**src/hw/rtl/casp_pkg.sv**
```systemverilog
// Shared constants for the cellular automaton smoothing pass block.
package casp_pkg;

   // configuration channel
   localparam int CsrIndexW = 8;
   localparam int CsrDataW  = 11;
   localparam int ThreshW   = 4;

   localparam logic [CsrIndexW-1:0] CsrMapWidth  = 8'd0;
   localparam logic [CsrIndexW-1:0] CsrMapHeight = 8'd1;
   localparam logic [CsrIndexW-1:0] CsrThreshold = 8'd2;

   // reset values of the registers
   localparam int RstMapWidth  = 256;
   localparam int RstMapHeight = 256;
   localparam logic [ThreshW-1:0] RstThreshold = 4'd5;

   // request beat: cell_solid in bit 0, padded to a byte
   localparam int ReqDataW = 8;

   // three rotating line buffers
   localparam int NumLines = 3;

endpackage

```
**src/hw/rtl/cellular_automaton_smoothing_pass_top.sv**
```systemverilog
// Top level of the cellular automaton smoothing pass: line buffers, window and result queue.
// A request beat is registered into the window stage, and its results are loaded from there
// into the result queue. Throughput: one cell per cycle while the queue keeps up; a cell with
// two or three results stalls requests while the queue drains, one beat a cycle with rsp_tready.
// Reset (synchronous, active high): counters and the result queue clear, registers go to 256/256/5;
// line buffers are not cleared and hold whatever they last held.
module cellular_automaton_smoothing_pass_top #(
   parameter int MAX_WIDTH  = 1024,
   parameter int MAX_HEIGHT = 1024
) (
   input  logic                                          clock,
   input  logic                                          reset,
   // request stream
   input  logic                                          req_tvalid,
   output logic                                          req_tready,
   input  logic [casp_pkg::ReqDataW-1:0]                 req_tdata,  // [0] cell_solid
   // result stream
   output logic                                          rsp_tvalid,
   input  logic                                          rsp_tready,
   // out_row, out_col, out_solid from bit 0 up, zero padded to whole bytes
   output logic [(($clog2(MAX_HEIGHT)+$clog2(MAX_WIDTH)+1+7)/8)*8-1:0] rsp_tdata,
   output logic                                          rsp_tlast,  // run_last
   // register writes
   input  logic                                          csr_valid,
   output logic                                          csr_ready,
   input  logic [casp_pkg::CsrIndexW-1:0]                csr_index,
   input  logic [casp_pkg::CsrDataW-1:0]                 csr_wdata
);

   localparam int ColW     = $clog2(MAX_WIDTH);
   localparam int RowW     = $clog2(MAX_HEIGHT);
   localparam int RstWLast = (casp_pkg::RstMapWidth  > MAX_WIDTH  ? MAX_WIDTH
                                                                  : casp_pkg::RstMapWidth)  - 1;
   localparam int RstHLast = (casp_pkg::RstMapHeight > MAX_HEIGHT ? MAX_HEIGHT
                                                                  : casp_pkg::RstMapHeight) - 1;

   // size register value to last index, saturated to 1..max_size
   function automatic int size_to_last(input logic [casp_pkg::CsrDataW-1:0] raw,
                                       input int max_size);
      int v;
      v = int'(raw);
      if (v < 1) v = 1;
      if (v > max_size) v = max_size;
      return v - 1;
   endfunction

   // ---------------------------------------------------------------- registers
   logic [ColW-1:0]              wlast_ff;   // map_width - 1
   logic [RowW-1:0]              hlast_ff;   // map_height - 1
   logic [casp_pkg::ThreshW-1:0] thresh_ff;

   assign csr_ready = 1'b1;

   always_ff @(posedge clock) begin
      if (reset) begin
         wlast_ff  <= ColW'(RstWLast);
         hlast_ff  <= RowW'(RstHLast);
         thresh_ff <= casp_pkg::RstThreshold;
      end else if (csr_valid && csr_ready) begin
         unique case (csr_index)
            casp_pkg::CsrMapWidth:  wlast_ff  <= ColW'(size_to_last(csr_wdata, MAX_WIDTH));
            casp_pkg::CsrMapHeight: hlast_ff  <= RowW'(size_to_last(csr_wdata, MAX_HEIGHT));
            casp_pkg::CsrThreshold: thresh_ff <= csr_wdata[casp_pkg::ThreshW-1:0];
            default: ;  // unmapped index, beat dropped
         endcase
      end
   end

   // ---------------------------------------------------------------- handshakes
   logic req_beat, rsp_beat;
   logic s1_valid_ff, s1_adv;
   logic [1:0] s1_n;
   logic [1:0] ob_cnt_ff, ob_idx_ff;
   logic ob_free;

   assign req_beat = req_tvalid && req_tready;
   assign rsp_beat = rsp_tvalid && rsp_tready;

   // queue empties this cycle or already empty
   assign ob_free   = (ob_cnt_ff == 2'd0) || (rsp_beat && (ob_idx_ff == ob_cnt_ff - 2'd1));
   assign s1_adv    = s1_valid_ff && (ob_free || (s1_n == 2'd0));
   assign req_tready = !s1_valid_ff || s1_adv;

   // ---------------------------------------------------------------- raster position
   logic [ColW-1:0] col_ff;
   logic [RowW-1:0] row_ff;
   logic [1:0]      inc_sel_ff;  // which line buffer takes the incoming row
   logic            acc_end_col, acc_last_row;

   assign acc_end_col  = (col_ff >= wlast_ff);
   assign acc_last_row = (row_ff >= hlast_ff);

   always_ff @(posedge clock) begin
      if (reset) begin
         col_ff     <= '0;
         row_ff     <= '0;
         inc_sel_ff <= 2'd0;
      end else if (req_beat) begin
         if (acc_end_col) begin
            col_ff     <= '0;
            row_ff     <= acc_last_row ? '0 : row_ff + RowW'(1);
            inc_sel_ff <= (inc_sel_ff == 2'd2) ? 2'd0 : inc_sel_ff + 2'd1;
         end else begin
            col_ff <= col_ff + ColW'(1);
         end
      end
   end

   // ---------------------------------------------------------------- window stage
   logic            s1_x_ff, s1_end_col_ff, s1_last_row_ff;
   logic [ColW-1:0] s1_c_ff;
   logic [RowW-1:0] s1_r_ff;
   logic [1:0]      s1_inc_ff;
   logic [casp_pkg::NumLines-1:0] rd_ff;   // registered read of every line at the column

   always_ff @(posedge clock) begin
      if (reset) begin
         s1_valid_ff <= 1'b0;
      end else if (req_beat) begin
         s1_valid_ff <= 1'b1;
      end else if (s1_adv) begin
         s1_valid_ff <= 1'b0;
      end
   end

   always_ff @(posedge clock) begin
      if (req_beat) begin
         s1_x_ff        <= req_tdata[0];
         s1_c_ff        <= col_ff;
         s1_r_ff        <= row_ff;
         s1_end_col_ff  <= acc_end_col;
         s1_last_row_ff <= acc_last_row;
         s1_inc_ff      <= inc_sel_ff;
      end
   end

   logic [1:0] mid_sel, abv_sel;
   always_comb begin
      case (s1_inc_ff)
         2'd0:    begin mid_sel = 2'd2; abv_sel = 2'd1; end
         2'd1:    begin mid_sel = 2'd0; abv_sel = 2'd2; end
         default: begin mid_sel = 2'd1; abv_sel = 2'd0; end
      endcase
   end

   logic abv_rd, mid_rd;
   assign abv_rd = rd_ff[abv_sel];
   assign mid_rd = rd_ff[mid_sel];

   // 3x3 window columns c-2 and c-1; column c comes from the line reads and the beat
   logic a1_ff, a2_ff, m1_ff, m2_ff, i1_ff, i2_ff;

   // cell (r-1, c-1) is interior
   logic settle_en;
   assign settle_en = (s1_c_ff >= ColW'(2)) && ((s1_c_ff - ColW'(1)) < wlast_ff) &&
                      (s1_r_ff >= RowW'(2)) && ((s1_r_ff - RowW'(1)) < hlast_ff);

   logic [3:0] nsum;
   logic       settled;
   assign nsum = 4'(a2_ff) + 4'(a1_ff) + 4'(abv_rd) + 4'(m2_ff) + 4'(mid_rd)
               + 4'(i2_ff) + 4'(i1_ff) + 4'(s1_x_ff);
   assign settled = m1_ff | (settle_en && (nsum >= thresh_ff));

   always_ff @(posedge clock) begin
      if (s1_adv) begin
         a2_ff <= a1_ff;
         a1_ff <= abv_rd;
         m2_ff <= settled;  // left neighbour counts with its updated value
         m1_ff <= mid_rd;
         i2_ff <= i1_ff;
         i1_ff <= s1_x_ff;
      end
   end

   // ---------------------------------------------------------------- line buffers
   for (genvar b = 0; b < casp_pkg::NumLines; b++) begin : g_line
      logic line_mem [MAX_WIDTH];
      logic we_acc, we_set;

      assign we_acc = req_beat && (inc_sel_ff == 2'(b));
      assign we_set = s1_adv && settle_en && (mid_sel == 2'(b));

      always_ff @(posedge clock) begin
         if (we_acc) begin
            line_mem[col_ff] <= req_tdata[0];
         end else if (we_set) begin
            line_mem[s1_c_ff - ColW'(1)] <= settled;
         end
         if (req_beat) begin
            rd_ff[b] <= line_mem[col_ff];
         end
      end
   end

   // ---------------------------------------------------------------- results
   logic e0, e1, e2;
   assign e0 = (s1_r_ff != '0) && (s1_c_ff != '0);  // (r-1, c-1) settled
   assign e1 = (s1_r_ff != '0) && s1_end_col_ff;     // (r-1, c) right border
   assign e2 = s1_last_row_ff;                        // (r, c) bottom row
   assign s1_n = 2'(e0) + 2'(e1) + 2'(e2);

   logic [RowW-1:0] res_row [3];
   logic [ColW-1:0] res_col [3];
   logic            res_sol [3];

   always_comb begin
      res_row[0] = s1_r_ff - RowW'(1); res_col[0] = s1_c_ff - ColW'(1); res_sol[0] = settled;
      res_row[1] = s1_r_ff - RowW'(1); res_col[1] = s1_c_ff;            res_sol[1] = mid_rd;
      res_row[2] = s1_r_ff;            res_col[2] = s1_c_ff;            res_sol[2] = s1_x_ff;
   end

   logic [RowW-1:0] ob_row_ff [3];
   logic [ColW-1:0] ob_col_ff [3];
   logic            ob_sol_ff [3];
   logic            ob_load;
   logic [1:0]      slot0, slot1;

   assign ob_load = s1_adv && (s1_n != 2'd0);
   assign slot0   = e0 ? 2'd0 : (e1 ? 2'd1 : 2'd2);
   assign slot1   = (e0 && e1) ? 2'd1 : 2'd2;

   always_ff @(posedge clock) begin
      if (ob_load) begin
         ob_row_ff[0] <= res_row[slot0]; ob_col_ff[0] <= res_col[slot0];
         ob_sol_ff[0] <= res_sol[slot0];
         ob_row_ff[1] <= res_row[slot1]; ob_col_ff[1] <= res_col[slot1];
         ob_sol_ff[1] <= res_sol[slot1];
         ob_row_ff[2] <= res_row[2];     ob_col_ff[2] <= res_col[2];
         ob_sol_ff[2] <= res_sol[2];
      end
   end

   always_ff @(posedge clock) begin
      if (reset) begin
         ob_cnt_ff <= 2'd0;
         ob_idx_ff <= 2'd0;
      end else if (ob_load) begin
         ob_cnt_ff <= s1_n;
         ob_idx_ff <= 2'd0;
      end else if (rsp_beat) begin
         if (rsp_tlast) begin
            ob_cnt_ff <= 2'd0;
            ob_idx_ff <= 2'd0;
         end else begin
            ob_idx_ff <= ob_idx_ff + 2'd1;
         end
      end
   end

   assign rsp_tvalid = (ob_cnt_ff != 2'd0);
   assign rsp_tlast  = (ob_idx_ff == ob_cnt_ff - 2'd1);

   always_comb begin
      rsp_tdata                    = '0;
      rsp_tdata[RowW-1:0]          = ob_row_ff[ob_idx_ff];
      rsp_tdata[RowW +: ColW]      = ob_col_ff[ob_idx_ff];
      rsp_tdata[RowW + ColW]       = ob_sol_ff[ob_idx_ff];
   end

   // ---------------------------------------------------------------- checks
   a_idx_in_range: assert property (@(posedge clock) disable iff (reset)
      rsp_tvalid |-> (ob_idx_ff < ob_cnt_ff))
      else $error("result queue index past its fill");

   a_load_count: assert property (@(posedge clock) disable iff (reset)
      ob_load |=> (ob_cnt_ff == $past(s1_n)) && (ob_idx_ff == 2'd0))
      else $error("result queue loaded with wrong count");

   a_row_wrap: assert property (@(posedge clock) disable iff (reset)
      (req_beat && acc_end_col) |=> (col_ff == '0))
      else $error("column counter did not wrap at row end");

   a_last_clears: assert property (@(posedge clock) disable iff (reset)
      (rsp_beat && rsp_tlast && !ob_load) |=> !rsp_tvalid)
      else $error("result queue not empty after last beat");

   a_inc_sel: assert property (@(posedge clock) disable iff (reset)
      (req_beat && !acc_end_col) |=> $stable(inc_sel_ff))
      else $error("line buffers rotated mid-row");

endmodule

```
**config.mk**
```make
export PLATFORM = sky130hd
export DESIGN_NAME = cellular_automaton_smoothing_pass_top
export DESIGN_NICKNAME = d
export VERILOG_FILES = /design/src/hw/rtl/casp_pkg.sv /design/src/hw/rtl/cellular_automaton_smoothing_pass_top.sv
export SDC_FILE = /design/constraint.sdc
export NUM_CORES = 2
export LEC_CHECK = 0
export BUFFER_PORTS_ARGS = -buffer_cell sky130_fd_sc_hd__buf_2
export CORE_MARGIN = 2
export CORE_UTILIZATION = 55
export CTS_CLUSTER_DIAMETER = 50
export DETAILED_ROUTE_END_ITERATION = 12
export HOLD_SLACK_MARGIN = 0.08
export PLACE_DENSITY = 0.73
export SYNTH_ARGS = -nofsm -noshare
export SYNTH_HDL_FRONTEND = slang
export SYNTH_SLANG_ARGS = --single-unit
```
**constraint.sdc**
```tcl
create_clock -name clock -period 23.6 [get_ports clock]
set_input_delay 3.54 -clock clock [delete_from_list [all_inputs] [get_ports clock]]
set_output_delay 3.54 -clock clock [all_outputs]
set_load 0.1 [all_outputs]
```
* After elaboration in Yosys (flattened, before gate mapping)
Memory sizes are Yosys's and may differ from the RTL's. A register that Yosys moved wholly into a read port is not among the register bits. Cells that the tools add are included.
Storage, ports and cells: memories kept 6, output and inout port bits 28, bits in registers 82, input bits 32, memory bits (writable) 3135, word-level logic and storage cells 198
Memory list:
- g_line[0].line_mem | depth 1024, bits a word 1, read ports 1, clocked after Yosys merged registers in 1, write ports 1, line cellular_automaton_smoothing_pass_top.sv:177 | logic line_mem [MAX_WIDTH];
- g_line[1].line_mem | depth 1024, bits a word 1, read ports 1, clocked after Yosys merged registers in 1, write ports 1, line cellular_automaton_smoothing_pass_top.sv:177
- g_line[2].line_mem | depth 1024, bits a word 1, read ports 1, clocked after Yosys merged registers in 1, write ports 1, line cellular_automaton_smoothing_pass_top.sv:177
- ob_col_ff | depth 3, bits a word 10, read ports 1, clocked after Yosys merged registers in 1, write ports 3, line cellular_automaton_smoothing_pass_top.sv:213 | logic [ColW-1:0] ob_col_ff [3];
- ob_row_ff | depth 3, bits a word 10, read ports 1, clocked after Yosys merged registers in 1, write ports 3, line cellular_automaton_smoothing_pass_top.sv:212 | logic [RowW-1:0] ob_row_ff [3];
- ob_sol_ff | depth 3, bits a word 1, read ports 1, clocked after Yosys merged registers in 1, write ports 3, line cellular_automaton_smoothing_pass_top.sv:214 | logic ob_sol_ff [3];
Cells by class: equality and inequality tests 8, bitwise operators 3, muxes and demuxes 83, add/subtract/negate cells 18, magnitude comparators 14, reductions and logical operators 45
Operator list (count):
- 10-bit 2-to-1 mux | 21
- 32-bit 2-to-1 mux | 6
- 10-bit binary-select mux with 2-bit select | 4
- 32-bit by 12-bit > comparator with 1-bit output (second input constant) | 2
- 1-bit 2-to-1 mux | 31
- 2-bit 2-to-1 mux | 14
- 10-bit by 1-bit adder with 10-bit output (second input constant) | 2
- 10-bit greater-or-equal comparator | 2
- 10-bit by 2-bit greater-or-equal comparator with 1-bit output (second input constant) | 2
- 10-bit less-than comparator | 2
- 10-bit nonzero test | 2
- 10-bit by 1-bit subtractor with 10-bit output (second input constant) | 2
- 10-bit by 2-bit subtractor with 10-bit output (second input constant) | 2
- 1-bit logical AND | 19
- 4-bit by 1-bit adder with 4-bit output | 4
- 11-bit by 1-bit less-than comparator with 1-bit output (second input constant) | 1
- 11-bit 2-to-1 mux | 1
- 2-bit zero test | 5
- 2-bit AND reduction | 5
- 2-bit nonzero test | 5
- 1-bit binary-select mux with 2-bit select | 4
- 8-bit by 1-bit == test with 1-bit output (second input constant) | 1
- 8-bit by 2-bit == test with 1-bit output (second input constant) | 1
- 8-bit zero test | 1
- 19 further kinds | 32

* Logic depth before layout (Yosys ltp)
depth after elaboration 16, mapped depth 20, depth with buffers taken out 17

* Least setup slack after synthesis
OpenSTA, ideal clock, no wires.
path type input -> register, start point in rsp_tready, end point mem g_line[2].line_mem[0], data pin, data required time 20921 ps, arrival 18025 ps, slack 2896 ps, stages on the path 9, path buffers 1, path through nand2b_1 o311ai_2 nand2_1 inv_2 nand3b_1 nand2_1 buf_4 nand2_1 nand2_1
On the way: word-level cells in the longest chain between the ends 12, elaborated cells on any way between the ends 15, classes of those cells mux (4); reduce/logical (11)
RTL lines:
- from (decl) | line cellular_automaton_smoothing_pass_top.sv:19 | input logic rsp_tready,
- 1-bit logical AND | line cellular_automaton_smoothing_pass_top.sv:77 | assign rsp_beat = rsp_tvalid && rsp_tready;
- 1-bit logical AND | line cellular_automaton_smoothing_pass_top.sv:80 | assign ob_free = (ob_cnt_ff == 2'd0) || (rsp_beat && (ob_idx_ff == ob_cnt_ff - 2'd1));
- 1-bit logical OR | line cellular_automaton_smoothing_pass_top.sv:80
- 1-bit logical OR | line cellular_automaton_smoothing_pass_top.sv:81 | assign s1_adv = s1_valid_ff && (ob_free || (s1_n == 2'd0));
- 1-bit logical AND | line cellular_automaton_smoothing_pass_top.sv:81
- 1-bit logical OR | line cellular_automaton_smoothing_pass_top.sv:82 | assign req_tready = !s1_valid_ff || s1_adv;
- via req_tready | line cellular_automaton_smoothing_pass_top.sv:15 | output logic req_tready,
- 1-bit logical AND | line cellular_automaton_smoothing_pass_top.sv:76 | assign req_beat = req_tvalid && req_tready;
- 1-bit logical AND | line cellular_automaton_smoothing_pass_top.sv:180 | assign we_acc = req_beat && (inc_sel_ff == 2'(b));
- 1-bit 2-to-1 mux | line cellular_automaton_smoothing_pass_top.sv:184 | if (we_acc) begin
- 1-bit 2-to-1 mux (implied by the code) | line cellular_automaton_smoothing_pass_top.sv:187 | line_mem[s1_c_ff - ColW'(1)] <= settled;
- 1-bit OR reduction (no line)
- 1-bit 2-to-1 mux (no line)
- to (decl) | line cellular_automaton_smoothing_pass_top.sv:177
The timed path passes the listed nets, and every way through them passes these cells.

* Final worst setup path
start point reg s1_c_ff[0], end point mem g_line[2].line_mem[528], data pin
On the way: word-level cells in the longest chain between the ends 14, elaborated cells on any way between the ends 25, classes of those cells add/sub (3); order compare (2); mux (4); bitwise (1); reduce/logical (15)
RTL lines:
- from (decl) | line cellular_automaton_smoothing_pass_top.sv:111 | logic [ColW-1:0] s1_c_ff;
- from (signal assigned) | line cellular_automaton_smoothing_pass_top.sv:129 | s1_c_ff <= col_ff;
- parallel branches: the longest is 13 deep, another holds 10-bit by 1-bit subtractor with 10-bit output
- 1-bit 2-to-1 mux (no line) *
Every way passes the cells marked *.

==> metrics.md <==
| Metric | Value |
|---|---|
| Synth cell count leaders | `nor2_1, edfxtp_1, mux4_2, clkbuf_1, mux2i_1` |
| Post-synth top flop | `edfxtp_1` |
| Synth top area share | `0.6647` |
| H-tree Lvls | `5` |
| Outcome | `finished clean` |
| Starting density of the core | `0.5523` |
| Critical path depth | `17` |
| CP Capture Point | `g_line[2].line_mem[528]$_DFFE_PP_` |
| Sequential area share after synthesis | `0.6721` |
| Placer Congestion | `approximately 0.96` |
| Max-slew violation count | `0` |
| Startpoint Class | `flip-flop` |
| P_leak | `46.43 nW` |
| Drt wl/cell | `between 30 and 40 microns` |
| Routed WL | `418100 microns` |
| Hold Path Class | `flip-flop to flip-flop` |
| Max-slew headroom | `0.1159` |
| Vias | `91.88k` |
| Top Family by Delay on Critical Path | `simple AND/OR/NAND/NOR gates` |
| Leading area contributor after synthesis | `edfxtp_1` |
| R2R Path End | `g_line[2].line_mem[528]$_DFFE_PP_` |
| Syn Area/Cell | `13.92 sq um` |
| Max frequency | `between 100 and 150 MHz` |
| Nets@finish | `slightly above 10k` |
| Top-count cell post-synth | `nor2_1` |
| Asr flop ratio synth | `0` |
| CTS Buf Count | `350` |
| Synth Warn # | `0` |
| Vias in the first global route | `89.09k` |
| Area contributors post-synth | `edfxtp_1, mux4_2, nor2_1, mux2i_1, buf_2` |
| Post-Syn Area | `143200 sq um` |
| Cts hold-fix bufs | `0` |
| Worst-Margin Slew | `~1300 ps` |
| Cells after Synth | `slightly above 10k` |
| Area of the multi-input gates | `about 44000 sq um` |
| Crit path time final | `between 9000 and 10000 ps` |
| Post-route setup TNS | `0 ps` |
| Number of fill cells | `between 15k and 20k` |
| Setup bufs post-CTS | `0` |
| #FFs+latches synth | `between 3k and 4k` |
| Ports | `60` |
| Number of detailed-route iterations in the first pass | `9` |
| Post_cts resized | `0` |
| CP bufs+invs | `5` |
| Skew final | `104.7 ps` |
| Synth unique cells | `90` |
| Initial antenna violation count | `23` |
| Initial drt markers | `around 15k` |
| R2R cell count | `17` |
| Crit-path cells | `inv_1, ha_1, nand2_1, xnor2_1, inv_1, ha_1, and4_1, a22oi_1, nor3b_1, and4_1, nand4_1, buf_4, nor2_2, nand2_1, nand2_4, buf_4, buf_12` |
| Overflow after GRT | `0` |
| Reg2Reg Setup Slack | `between 10000 and 15000 ps` |
| Largest net degree at the start of global routing | `between 300 and 400` |
| Post-DP HPWL | `between 200000 and 250000 microns` |
| Layout cells sized above 1 | `0.1672` |
| Hold path depth | `0` |
| CP max stage delay | `about 1000 ps` |
| Clk_lat worst skew | `930 ps` |
| First-pass GRT wire length | `between 500000 and 600000 microns` |
| Area growth from synthesis to final layout | `10.73%` |
| PortBufs | `between 40 and 50` |
| Tot Pwr | `between 0.01 and 0.015 W` |
| Pwr Density | `roughly 79 nW/um^2` |
| Core ar. | `about 260000 sq um` |
| Total GRT Usage | `0.3127` |
| Average vias per placed instance | `around 6.7` |
| Die span in x | `about 510 microns` |
| Clock slew at reported path FFs | `roughly 60 ps` |
| WS Path Type | `flip-flop to flip-flop` |
| ANT nets after route | `0` |
| CP Capture Type | `flip-flop` |
| Req. time, crit path | `24120 ps` |
| Crit Reg-Reg Startpoint | `s1_c_ff[0]$_DFFE_PP_` |
| CTS Buffer Depth | `4` |
| Sequential Area | `roughly 96000 sq um` |
| Clk sink count | `around 3.2k` |
| Worst vdd ir | `around 100 uV` |
| Final critical-path share of the clock period | `0.3933` |
| Max Cap Violations | `0` |
| Crit path max fanout | `~290` |
| CTS root buffer | `clkbuf_16` |
| Die area | `approximately 260000 sq um` |
| RSZ-0062 raised after global routing | `no` |
| Final hold viol count | `0` |
| Die Y-Extent | `around 510 microns` |
| Setup violators final | `0` |
| CTS tree | `yes` |
| Slowest stage cell, crit path | `buf_4` |
| Cell Rows | `~190` |
| Worst EP arrival | `9810 ps` |
| Post-synth EDFFs | `between 3k and 4k` |
| Worst Setup SP | `s1_c_ff[0]$_DFFE_PP_` |
| DRC | `0` |
-- cell type report --
type	instances	area share
timing repair buffer	314	0.01481
clock inverter	204	0.01372
tap	3402	0.02685
multi-input combinational	6107	0.2775
sequential	3222	0.6071
antenna	16	0.0002525
inverter	77	0.001855
clock buffer	420	0.05795
-- cell usage in the layout, fill, tap and decap left out, types with 100 or more instances in the layout --
cell type and count:
nand2_1 338, a21oi_1 188, buf_4 256, clkbuf_16 355
nand3_1 124, edfxtp_1 3169, mux4_2 663, mux2i_1 335
nor2_1 3257, o21ai_0 100, nor3_1 111
-- stage by stage --
step	worst slack, ps	instance area, sq um	util	instances	hold WS (ps)
finish	14320	158500	0.6116	13760	459.6
global route	13990	158500	0.6114	13750	466.4
CTS	14800	158500	0.6114	13750	456.0
detailed placement	14310	147100	0.5675	13120	440.7
global placement	14630	147100	0.5675	13120	432.1
floorplan	2896	143200	-	10290	420.6
-- state kept, by name (all words and copies together) (netlist names), 2 cells and up, named ones only --
| register | cells |
|---|---|
| g_line.line_mem | 3072 |
| ob_row_ff | 30 |
| s1_r_ff | 10 |
| rd_ff | 3 |
| ob_sol_ff | 3 |
| row_ff | 10 |
| s1_c_ff | 10 |
| ob_idx_ff | 2 |
| wlast_ff | 10 |
| s1_inc_ff | 2 |
| ob_col_ff | 30 |
| col_ff | 10 |
| inc_sel_ff | 2 |
| ob_cnt_ff | 2 |
| hlast_ff | 10 |
| thresh_ff | 4 |
-- worst register-to-register path, stage by stage, from the launching register on --
cell	delay [ps]
edfxtp_1	530
inv_1	270
ha_1	460
nand2_1	210
xnor2_1	810
inv_1	410
ha_1	390
and4_1	260
a22oi_1	210
nor3b_1	310
and4_1	510
nand4_1	140
buf_4	310
nor2_2	990
nand2_1	240
nand2_4	700
buf_4	1110
buf_12	950
-- power by group --
part / switching [W] / internal, W / total (W) / leakage [nW]
registers: 0.0000137 / 0.00632 / 0.00633 / 29.0
logic: 0.000453 / 0.000244 / 0.000697 / 11.9
clock network: 0.00228 / 0.00317 / 0.00545 / 5.52
-- per-layer routing --
layer	GRT usage	up-vias	part of all wire
met5	0	-	0.00042
li1	-	37600	-
met2	0.4779	6559	0.45
met3	0.08854	1407	0.15
met1	0.4134	46300	0.34
met4	0.1561	20	0.061
-- worst min-delay path by stage --
stage / endpoint / slack (ps) / start
2_1_floorplan: ob_col_ff[2][3]$_DFFE_PP_ / 420 / s1_c_ff[3]$_DFFE_PP_
3_3_place_gp: a2_ff$_DFFE_PN_ / 430 / a1_ff$_DFFE_PN_
3_5_place_dp: a2_ff$_DFFE_PN_ / 440 / a1_ff$_DFFE_PN_
4_1_cts: a2_ff$_DFFE_PN_ / 460 / a1_ff$_DFFE_PN_
5_1_grt: a2_ff$_DFFE_PN_ / 470 / a1_ff$_DFFE_PN_
6_report: a2_ff$_DFFE_PN_ / 460 / a1_ff$_DFFE_PN_
-- logic make-up after synthesis --
kind of cell             share of synthesized area
XOR/XNOR                                  0.003548
AO/OA/AOI/OAI                              0.04113
buffers and inverters                      0.03057
flip-flops                                  0.6721
adder cells (fa/ha/maj)                   0.005506
multiplexers                                0.1348
other                                   0.00005245
AND/OR/NAND/NOR                             0.1123
(Power assumes the default switching activity.)
